**src/sv/delv_pkg.sv**
```systemverilog
// ----------------------------------------------------------------------------
// delv_pkg
// Shared types and constants of the disk extent list validator: status codes,
// register indexes, the register set and the result item.
// ----------------------------------------------------------------------------
package delv_pkg;

  localparam int unsigned CFG_IDX_W = 3;
  localparam int unsigned NUM_W     = 6;

  localparam logic [CFG_IDX_W-1:0] CFG_DATA_START   = 3'd0;
  localparam logic [CFG_IDX_W-1:0] CFG_CLUSTER_TOT  = 3'd1;
  localparam logic [CFG_IDX_W-1:0] CFG_SEC_PER_CLUS = 3'd2;
  localparam logic [CFG_IDX_W-1:0] CFG_MOVIE_CLUS   = 3'd3;
  localparam logic [CFG_IDX_W-1:0] CFG_MOVIE_BYTES  = 3'd4;
  localparam logic [CFG_IDX_W-1:0] CFG_MOVIE_SECS   = 3'd5;

  // Largest byte size whose round-up to a whole sector still fits in 32 bits.
  localparam logic [31:0] MAX_BYTE_SIZE = 32'hFFFF_FE00;
  localparam logic [32:0] SECTOR_ROUND  = 33'd511;
  localparam int unsigned SECTOR_SHIFT  = 9;
  localparam logic [31:0] FIRST_CLUSTER = 32'd2;

  typedef enum logic [3:0] {
    ST_OK      = 4'd0,
    ST_SETUP   = 4'd1,
    ST_FIRST   = 4'd2,
    ST_ZERO    = 4'd3,
    ST_RANGE   = 4'd4,
    ST_OVERLAP = 4'd5,
    ST_SUM     = 4'd6,
    ST_MANY    = 4'd7,
    ST_TOTAL   = 4'd8
  } status_e;

  typedef struct packed {
    logic [31:0] data_start_sector;
    logic [31:0] data_cluster_total;
    logic [7:0]  sectors_in_cluster;
    logic [31:0] movie_start_cluster;
    logic [31:0] movie_byte_size;
    logic [31:0] movie_sector_total;
  } cfg_t;

  typedef struct packed {
    status_e          check_status;
    logic             verdict_ready;
    logic [NUM_W-1:0] extent_number;
  } result_t;

endpackage

```
**src/sv/delv_ram.sv**
```systemverilog
// ----------------------------------------------------------------------------
// delv_ram
// Generic single-port-write, single-port-read RAM with registered read data.
// ----------------------------------------------------------------------------
module delv_ram #(
  parameter int unsigned WIDTH = 65,
  parameter int unsigned DEPTH = 32
) (
  input  logic                                     clk_i,
  input  logic                                     we_i,
  input  logic [((DEPTH > 1) ? $clog2(DEPTH) : 1)-1:0] waddr_i,
  input  logic [WIDTH-1:0]                         wdata_i,
  input  logic [((DEPTH > 1) ? $clog2(DEPTH) : 1)-1:0] raddr_i,
  output logic [WIDTH-1:0]                         rdata_o
);

  logic [WIDTH-1:0] mem_q [DEPTH];
  logic [WIDTH-1:0] rdata_q;

  always_ff @(posedge clk_i) begin
    if (we_i) begin
      mem_q[waddr_i] <= wdata_i;
    end
    rdata_q <= mem_q[raddr_i];
  end

  assign rdata_o = rdata_q;

endmodule

```
**src/sv/delv_engine.sv**
```systemverilog
// ----------------------------------------------------------------------------
// delv_engine
// Per-extent sequencer: setup and range checks, overlap scan over the kept
// extents in the RAM (one entry per cycle), sticky status and running sum.
// ----------------------------------------------------------------------------
module delv_engine #(
  parameter int unsigned MAX_EXTENTS = 32
) (
  input  logic             clk_i,
  input  logic             rst_ni,
  input  delv_pkg::cfg_t   cfg_i,
  input  logic             req_i,
  input  logic [31:0]      extent_start_i,
  input  logic [31:0]      extent_length_i,
  input  logic             final_extent_i,
  output logic             busy_o,
  output logic             res_valid_o,
  output delv_pkg::result_t res_o
);

  localparam int unsigned AW = (MAX_EXTENTS > 1) ? $clog2(MAX_EXTENTS) : 1;
  localparam int unsigned TW = $clog2(MAX_EXTENTS + 1);
  localparam logic [TW-1:0] TALLY_MAX = TW'(MAX_EXTENTS);

  typedef enum logic [4:0] {
    S_IDLE   = 5'b00001,
    S_PREP   = 5'b00010,
    S_CHECK  = 5'b00100,
    S_SCAN   = 5'b01000,
    S_FINISH = 5'b10000
  } state_e;

  state_e state_q, state_d;
  delv_pkg::status_e sticky_q, sticky_d;
  delv_pkg::status_e st_q, st_d;
  logic [TW-1:0] tally_q, tally_d;
  logic [32:0]   sum_q, sum_d;
  logic [AW-1:0] ptr_q, ptr_d;

  // item payload and precomputed products
  logic [31:0] start_q, len_q;
  logic        fin_q;
  logic [39:0] first_prod_q, area_prod_q;
  logic [32:0] end_q;

  logic [AW-1:0] raddr;
  logic [64:0]   rdata;
  logic          we;
  logic [31:0]   kept_start;
  logic [32:0]   kept_end;

  delv_pkg::status_e setup_st, ext_st, chk_st;
  logic [32:0] expect_start;
  logic [40:0] area_end;
  logic [33:0] sum_ext;
  logic [32:0] round_secs;
  logic        overlap;
  logic        tally_full;
  delv_pkg::status_e fin_sticky;
  logic [32:0] fin_sum;

  assign kept_start = rdata[64:33];
  assign kept_end   = rdata[32:0];
  assign tally_full = (tally_q >= TALLY_MAX);

  delv_ram #(
    .WIDTH(65),
    .DEPTH(MAX_EXTENTS)
  ) u_ram (
    .clk_i  (clk_i),
    .we_i   (we),
    .waddr_i(tally_q[AW-1:0]),
    .wdata_i({start_q, end_q}),
    .raddr_i(raddr),
    .rdata_o(rdata)
  );

  // scalar checks, evaluated in S_CHECK
  always_comb begin
    expect_start = {1'b0, cfg_i.data_start_sector} + {1'b0, first_prod_q[31:0]};
    round_secs   = ({1'b0, cfg_i.movie_byte_size} + delv_pkg::SECTOR_ROUND)
                   >> delv_pkg::SECTOR_SHIFT;
    area_end     = {9'd0, cfg_i.data_start_sector} + {1'b0, area_prod_q};
    sum_ext      = {1'b0, sum_q} + {2'b00, len_q};

    if (cfg_i.sectors_in_cluster == 8'd0 ||
        cfg_i.movie_start_cluster < delv_pkg::FIRST_CLUSTER) begin
      setup_st = delv_pkg::ST_SETUP;
    end else if (cfg_i.movie_byte_size > delv_pkg::MAX_BYTE_SIZE) begin
      setup_st = delv_pkg::ST_TOTAL;
    end else if ({1'b0, cfg_i.movie_sector_total} != round_secs) begin
      setup_st = delv_pkg::ST_TOTAL;
    end else if (first_prod_q[39:32] != 8'd0) begin
      setup_st = delv_pkg::ST_FIRST;
    end else if (expect_start[32] || expect_start[31:0] != start_q) begin
      setup_st = delv_pkg::ST_FIRST;
    end else begin
      setup_st = delv_pkg::ST_OK;
    end

    if (len_q == 32'd0) begin
      ext_st = delv_pkg::ST_ZERO;
    end else if (start_q < cfg_i.data_start_sector || {8'd0, end_q} > area_end) begin
      ext_st = delv_pkg::ST_RANGE;
    end else if (sum_ext[33:32] != 2'b00) begin
      ext_st = delv_pkg::ST_SUM;
    end else begin
      ext_st = delv_pkg::ST_OK;
    end

    if (tally_q == '0 && setup_st != delv_pkg::ST_OK) begin
      chk_st = setup_st;
    end else begin
      chk_st = ext_st;
    end
  end

  assign overlap = ({1'b0, start_q} < kept_end) && ({1'b0, kept_start} < end_q);

  // commit of the item, evaluated in S_FINISH
  always_comb begin
    fin_sticky = sticky_q;
    fin_sum    = sum_q;
    we         = 1'b0;
    if (state_q == S_FINISH && sticky_q == delv_pkg::ST_OK) begin
      if (tally_full) begin
        fin_sticky = delv_pkg::ST_MANY;
      end else begin
        fin_sticky = st_q;
        if (st_q == delv_pkg::ST_OK) begin
          we      = 1'b1;
          fin_sum = sum_q + {1'b0, len_q};
        end
      end
    end
    if (fin_q && fin_sticky == delv_pkg::ST_OK &&
        fin_sum != {1'b0, cfg_i.movie_sector_total}) begin
      fin_sticky = delv_pkg::ST_TOTAL;
    end
  end

  always_comb begin
    state_d  = state_q;
    sticky_d = sticky_q;
    st_d     = st_q;
    tally_d  = tally_q;
    sum_d    = sum_q;
    ptr_d    = ptr_q;
    raddr    = AW'(ptr_q + AW'(1));
    case (state_q)
      S_IDLE: begin
        if (req_i) begin
          state_d = S_PREP;
        end
      end
      S_PREP: begin
        state_d = S_CHECK;
      end
      S_CHECK: begin
        st_d  = chk_st;
        ptr_d = '0;
        raddr = '0;
        if (sticky_q != delv_pkg::ST_OK || tally_full || chk_st != delv_pkg::ST_OK ||
            tally_q == '0) begin
          state_d = S_FINISH;
        end else begin
          state_d = S_SCAN;
        end
      end
      S_SCAN: begin
        if (overlap) begin
          st_d    = delv_pkg::ST_OVERLAP;
          state_d = S_FINISH;
        end else if (ptr_q == AW'(tally_q - TW'(1))) begin
          state_d = S_FINISH;
        end else begin
          ptr_d = AW'(ptr_q + AW'(1));
        end
      end
      S_FINISH: begin
        state_d = S_IDLE;
        if (fin_q) begin
          sticky_d = delv_pkg::ST_OK;
          sum_d    = '0;
          tally_d  = '0;
        end else begin
          sticky_d = fin_sticky;
          sum_d    = fin_sum;
          tally_d  = tally_full ? tally_q : TW'(tally_q + TW'(1));
        end
      end
      default: begin
        state_d = S_IDLE;
      end
    endcase
  end

  always_ff @(posedge clk_i or negedge rst_ni) begin
    if (!rst_ni) begin
      state_q  <= S_IDLE;
      sticky_q <= delv_pkg::ST_OK;
      st_q     <= delv_pkg::ST_OK;
      tally_q  <= '0;
      sum_q    <= '0;
      ptr_q    <= '0;
    end else begin
      state_q  <= state_d;
      sticky_q <= sticky_d;
      st_q     <= st_d;
      tally_q  <= tally_d;
      sum_q    <= sum_d;
      ptr_q    <= ptr_d;
    end
  end

  always_ff @(posedge clk_i) begin
    if (state_q == S_IDLE && req_i) begin
      start_q <= extent_start_i;
      len_q   <= extent_length_i;
      fin_q   <= final_extent_i;
    end
    if (state_q == S_PREP) begin
      first_prod_q <= {8'd0, cfg_i.movie_start_cluster - delv_pkg::FIRST_CLUSTER}
                      * {32'd0, cfg_i.sectors_in_cluster};
      area_prod_q  <= {8'd0, cfg_i.data_cluster_total} * {32'd0, cfg_i.sectors_in_cluster};
      end_q        <= {1'b0, start_q} + {1'b0, len_q};
    end
  end

  assign busy_o                = (state_q != S_IDLE);
  assign res_valid_o           = (state_q == S_FINISH);
  assign res_o.check_status    = fin_sticky;
  assign res_o.verdict_ready   = fin_q;
  assign res_o.extent_number   = delv_pkg::NUM_W'(tally_q);

endmodule

```
**src/sv/disk_extent_list_validator_core.sv**
```systemverilog
// ----------------------------------------------------------------------------
// disk_extent_list_validator_core
// Checks a movie's list of disk extents against the volume setup.
// ----------------------------------------------------------------------------
// Usage:
//   Program the six volume/movie registers through the cfg channel
//   (cfg_valid_i/cfg_ready_o, cfg_index_i, cfg_data_i) while the block is idle;
//   cfg_ready_o is always high. Send extents one request at a time: a request
//   is taken at an edge with start high and busy low.
//   Each request yields exactly one result on check_status_o, verdict_ready_o
//   and extent_number_o, marked by done_o for a single cycle; the receiver
//   cannot stall it. The status is sticky: the first error of a list is
//   reported until the request marked final, which closes the list.
// Sequence:
//   After the accepting edge the engine steps through S_PREP, S_CHECK, the
//   overlap scan in S_SCAN (one kept extent per cycle from the extent RAM,
//   skipped when nothing is kept or an error is found, ended by an overlap)
//   and S_FINISH, from which done_o is registered; busy falls after S_FINISH.
// Reset:
//   Registers return to their defaults and the list state clears; the extent
//   RAM needs no clearing since only entries of the current list are read.
// ----------------------------------------------------------------------------
module disk_extent_list_validator_core #(
  parameter int unsigned MAX_EXTENTS = 32
) (
  input  logic                           clk_i,
  input  logic                           rst_ni,
  input  logic                           cfg_valid_i,
  output logic                           cfg_ready_o,
  input  logic [delv_pkg::CFG_IDX_W-1:0] cfg_index_i,
  input  logic [31:0]                    cfg_data_i,
  input  logic                           start,
  output logic                           busy,
  input  logic [31:0]                    extent_start_i,
  input  logic [31:0]                    extent_length_i,
  input  logic                           final_extent_i,
  output logic                           done_o,
  output logic [3:0]                     check_status_o,
  output logic                           verdict_ready_o,
  output logic [delv_pkg::NUM_W-1:0]     extent_number_o
);

  delv_pkg::cfg_t    cfg_q;
  delv_pkg::result_t res, res_q;
  logic              res_valid;
  logic              done_q;

  assign cfg_ready_o = 1'b1;

  always_ff @(posedge clk_i or negedge rst_ni) begin
    if (!rst_ni) begin
      cfg_q.data_start_sector   <= 32'd0;
      cfg_q.data_cluster_total  <= 32'd0;
      cfg_q.sectors_in_cluster  <= 8'd1;
      cfg_q.movie_start_cluster <= 32'd2;
      cfg_q.movie_byte_size     <= 32'd0;
      cfg_q.movie_sector_total  <= 32'd0;
    end else if (cfg_valid_i) begin
      case (cfg_index_i)
        delv_pkg::CFG_DATA_START:   cfg_q.data_start_sector   <= cfg_data_i;
        delv_pkg::CFG_CLUSTER_TOT:  cfg_q.data_cluster_total  <= cfg_data_i;
        delv_pkg::CFG_SEC_PER_CLUS: cfg_q.sectors_in_cluster  <= cfg_data_i[7:0];
        delv_pkg::CFG_MOVIE_CLUS:   cfg_q.movie_start_cluster <= cfg_data_i;
        delv_pkg::CFG_MOVIE_BYTES:  cfg_q.movie_byte_size     <= cfg_data_i;
        delv_pkg::CFG_MOVIE_SECS:   cfg_q.movie_sector_total  <= cfg_data_i;
        default: begin
        end
      endcase
    end
  end

  delv_engine #(
    .MAX_EXTENTS(MAX_EXTENTS)
  ) u_engine (
    .clk_i          (clk_i),
    .rst_ni         (rst_ni),
    .cfg_i          (cfg_q),
    .req_i          (start),
    .extent_start_i (extent_start_i),
    .extent_length_i(extent_length_i),
    .final_extent_i (final_extent_i),
    .busy_o         (busy),
    .res_valid_o    (res_valid),
    .res_o          (res)
  );

  // result register
  always_ff @(posedge clk_i or negedge rst_ni) begin
    if (!rst_ni) begin
      done_q <= 1'b0;
    end else begin
      done_q <= res_valid;
    end
  end

  always_ff @(posedge clk_i) begin
    if (res_valid) begin
      res_q <= res;
    end
  end

  assign done_o          = done_q;
  assign check_status_o  = res_q.check_status;
  assign verdict_ready_o = res_q.verdict_ready;
  assign extent_number_o = res_q.extent_number;

endmodule

```
**config.mk**
```make
export PLATFORM = sky130hd
export DESIGN_NAME = disk_extent_list_validator_core
export DESIGN_NICKNAME = d
export VERILOG_FILES = /design/src/sv/delv_pkg.sv /design/src/sv/delv_ram.sv /design/src/sv/delv_engine.sv /design/src/sv/disk_extent_list_validator_core.sv
export SDC_FILE = /design/constraint.sdc
export NUM_CORES = 2
export LEC_CHECK = 0
export ABC_AREA = 1
export BUFFER_PORTS_ARGS = -buffer_cell sky130_fd_sc_hd__buf_2
export CORE_AREA = 2 2 604 606
export DETAILED_ROUTE_END_ITERATION = 6
export DIE_AREA = 0 0 606 608
export GPL_ROUTABILITY_DRIVEN = 0
export MAX_ROUTING_LAYER = met4
export SLEW_MARGIN = 20
export SYNTH_ARGS = -nofsm -noshare
export SYNTH_HDL_FRONTEND = slang
export SYNTH_SLANG_ARGS = --single-unit
```
**constraint.sdc**
```tcl
create_clock -name clk_i -period 36.8 [get_ports clk_i]
set_clock_uncertainty 0.05 [all_clocks]
set_input_delay 1.84 -clock clk_i [delete_from_list [all_inputs] [get_ports clk_i]]
set_output_delay 1.84 -clock clk_i [all_outputs]
set_load 0.01 [all_outputs]
```
==> results.txt <==
----------------------------------------------------
[Yosys]
  Ys Warns ... 0
  Number of nets in the synthesized netlist ... 12500
  Number of synthesized flops with an enable pin ... 2269
  Async S/R FF share, synth ... 0.0883
  Gate Count Post-Synth ... 11700
  Register area share after synthesis ... 0.594
  Number of synthesized register bits ... 2560
  Number of distinct library cells after synthesis ... 64
  Area of the mapped netlist ... 126000 um^2
  Mean instance size in the synthesized netlist ... 10.8 um^2
  Most used flip-flop cell after synthesis ... sky130_fd_sc_hd__edfxtp_1

[Worst setup path]
  CP endpoint kind ... flip-flop
  Critical Path RT ... 37360 ps
  Arrival time at the worst endpoint ... 7450 ps
  Kind of start point of the critical path ... flip-flop
  Category of the most critical setup path ... reg2reg
  Maximum fanout encountered on the critical timing path ... 9
  Cell type of the slowest stage on the worst timing path ... sky130_fd_sc_hd__fa_1
  Delay of the slowest cell on the worst path ... 580 ps

[Clock network]
  Longest Clk Path Bufs ... 4
  Root Driver ... sky130_fd_sc_hd__clkbuf_16
  Count of hold-fix buffers inserted at cts ... 0
  Number of setup buffers added after CTS ... 0
  Sink Count ... 2560
  Clock latency reported for the late side of the worst-skew pair ... 850 ps
  Cts repair resizes ... 0
  Number of H-tree levels ... 5
  Clock tree from TritonCTS ... yes
  Clock edge transition at the registers on the reported setup and hold paths ... 60 ps
  Num CTS Buffers ... 274

[Placed design]
  HPWL reported at the end of detailed placement ... 243000 um
  Place WS ... 29970 ps
  Total of buffers placed on input and output ports ... 116

[Timing]
  Fin. max-slew vios ... 0
  Final number of setup-violating endpoints ... 0
  RSZ-0062 raised after global routing ... false
  Final count of hold timing violations ... 0
  Worst-margin pin slew ... 1190 ps
  Worst slew margin relative to its limit ... 0.205
  Post-route worst setup slack ... 29900 ps
  Final Critical Period ... 6900 ps
  Max Fclk ... 0.145 GHz
  Total negative slack ... 0 ps
  Ratio of final minimum period to clock period ... 0.187

[Global route]
  Pin count of the biggest net entering global routing ... 171
  Number of global-route vias before repair ... 85900
  First-pass GRT wire length ... 590000 um
  Overall routing resource usage ... 0.222
  Antenna violations before repair ... 24
  Overall overflow remaining after global route ... 0

[Routing]
  Routed vias ... 90700
  Remaining DRCs ... 1
  Routed length per placed instance ... 24.5 um
  Routed Antenna Nets ... 0
  Violation count after the first detailed-route iteration ... 10800
  Routed Wire Length ... 409000 um
  Via/cell ratio ... 5.43
  Total iterations of the first detailed-routing run ... 7

[Floorplanning]
  Die height ... 608 um
  Total die area ... 368000 um^2
  Starting utilization of the core area ... 0.349
  Core area ... 362000 um^2
  Die Span X ... 606 um
  I/O Pins ... 118
  Total number of placement rows ... 221

[Power and ir drop]
  Power per cell area ... 64.2 nW/um^2
  Max rail drop VDD ... 0.0000465 V
  Pleak ... 54.5 nW

[Status]
  Violations in the final reports ... DRC
  Result of the run ... finished with violations

[Finish]
  Layout Nets ... 12500
  Commonest cells after routing, fill and taps aside ... sky130_fd_sc_hd__nand2_1, sky130_fd_sc_hd__edfxtp_1, sky130_fd_sc_hd__inv_1
  Multi-input gate area ... 45200 um^2
  Layout cells sized above 1 ... 0.0669
  Layout fillers ... 34700
  Reg area ... 75100 um^2
  Layout Area Growth over Synthesis ... 12.0%
  Commonest non-fill, non-tap cell in the layout ... sky130_fd_sc_hd__nand2_1

[Worst hold path]
  Hold WC Path Type ... reg2reg

[Flow run]
  Maximum capacitance violations ... 0

----------------------------------------------------
==> cells in the mapped netlist (146+ instances only) <==
cell                       instances  share of area
sky130_fd_sc_hd__nand2_1        2863          0.085
sky130_fd_sc_hd__a21oi_1         810          0.032
sky130_fd_sc_hd__dfrtp_1         223          0.044
sky130_fd_sc_hd__clkbuf_1        341          0.010
sky130_fd_sc_hd__fa_1            364          0.058
sky130_fd_sc_hd__o22ai_1         498          0.025
sky130_fd_sc_hd__nor2_1          687          0.020
sky130_fd_sc_hd__o21ai_0         473          0.019
sky130_fd_sc_hd__inv_1          1039          0.031
sky130_fd_sc_hd__buf_2           168         0.0067
sky130_fd_sc_hd__ha_1            380          0.038
sky130_fd_sc_hd__nand3_1         314          0.012
sky130_fd_sc_hd__edfxtp_1       2269           0.54
sky130_fd_sc_hd__a311oi_1        146          0.010
==> stage by stage <==
stage          cells   util  total power [mW]  hold slack (ps)  instance area [um^2]
2_1_floorplan  11700      -              5.49              373                126000
3_3_place_gp   16200  0.366              6.31              418                132000
3_5_place_dp   16200  0.366              6.33              425                132000
4_1_cts        16700  0.391              9.09              439                141000
5_1_grt        16700  0.391              9.56              468                141000
6_report       16700  0.391              9.09              436                141000
==> worst max-delay path: cells and delay by family, from the launching register on <==
family / cells / cell delay [ps]
AO/OA/AOI/OAI: 7 / 1120
adder cells (fa/ha/maj): 6 / 2520
flip-flops: 1 / 420
XOR/XNOR: 1 / 150
AND/OR/NAND/NOR: 11 / 2130
buffers and inverters: 3 / 280
==> path summary, 6_finish.rpt <==
check	start	depth (start not counted)	slack (ps)	end
max	cfg_q[65]$_DFFE_PN1P_	28	29900	u_engine.first_prod_q[36]$_DFFE_PP_
min	cfg_q[33]$_DFFE_PN0P_	2	440	cfg_q[33]$_DFFE_PN0P_
max reg2reg	cfg_q[65]$_DFFE_PN1P_	28	29900	u_engine.first_prod_q[36]$_DFFE_PP_
min reg2reg	cfg_q[33]$_DFFE_PN0P_	2	440	cfg_q[33]$_DFFE_PN0P_
max in group asynchronous	rst_ni	2	34300	u_engine.tally_q[0]$_DFFE_PN0P_
min in group asynchronous	rst_ni	1	980	cfg_q[127]$_DFFE_PN0P_
==> layout make-up <==
| type | count | share of cell area |
|---|---|---|
| Sequential cell | 2560 | 0.531 |
| Tap cell | 4794 | 0.0424 |
| Antenna cell | 18 | 0.000318 |
| Timing Repair Buffer | 320 | 0.0163 |
| Multi-Input combinational cell | 7481 | 0.319 |
| Clock inverter | 137 | 0.0103 |
| Clock buffer | 350 | 0.0523 |
| Inverter | 1053 | 0.0282 |
==> logic make-up after synthesis <==
family	synth area share
AOI/OAI and AO/OA	0.113
xor gates and xnor gates	0.0160
adders and majority gates	0.0953
buffers and inverters	0.0508
DFF	0.594
other	0.0000297
and+or+nand+nor	0.130
==> per-layer routing <==
layer	vias up	part of all wire	track usage
li1	40900	-	-
met1	45000	0.40	0.280
met4	0	0.044	0.0892
met5	-	0	-
met2	4038	0.47	0.357
met3	762	0.081	0.0334
==> state kept, by name (all words and copies together), names as in the netlist, 32 cells and up <==
register                count
u_engine.area_prod_q       40
u_engine.sum_q             33
u_engine.first_prod_q      40
u_engine.u_ram.mem_q     2080
u_engine.end_q             33
u_engine.u_ram.rdata_o     65
cfg_q                     168
u_engine.start_q           32
u_engine.len_q             32
==> report_power, final <==
| group | leakage [nW] | total, mW | internal [mW] | switching (mW) |
|---|---|---|---|---|
| clock network | 4.31 | 2.78 | 1.62 | 1.16 |
| registers | 23.9 | 3.63 | 3.47 | 0.163 |
| logic | 26.3 | 2.68 | 0.897 | 1.79 |
| total | 54.5 | 9.09 | 5.98 | 3.11 |
Power figures use the tool's default switching activity.
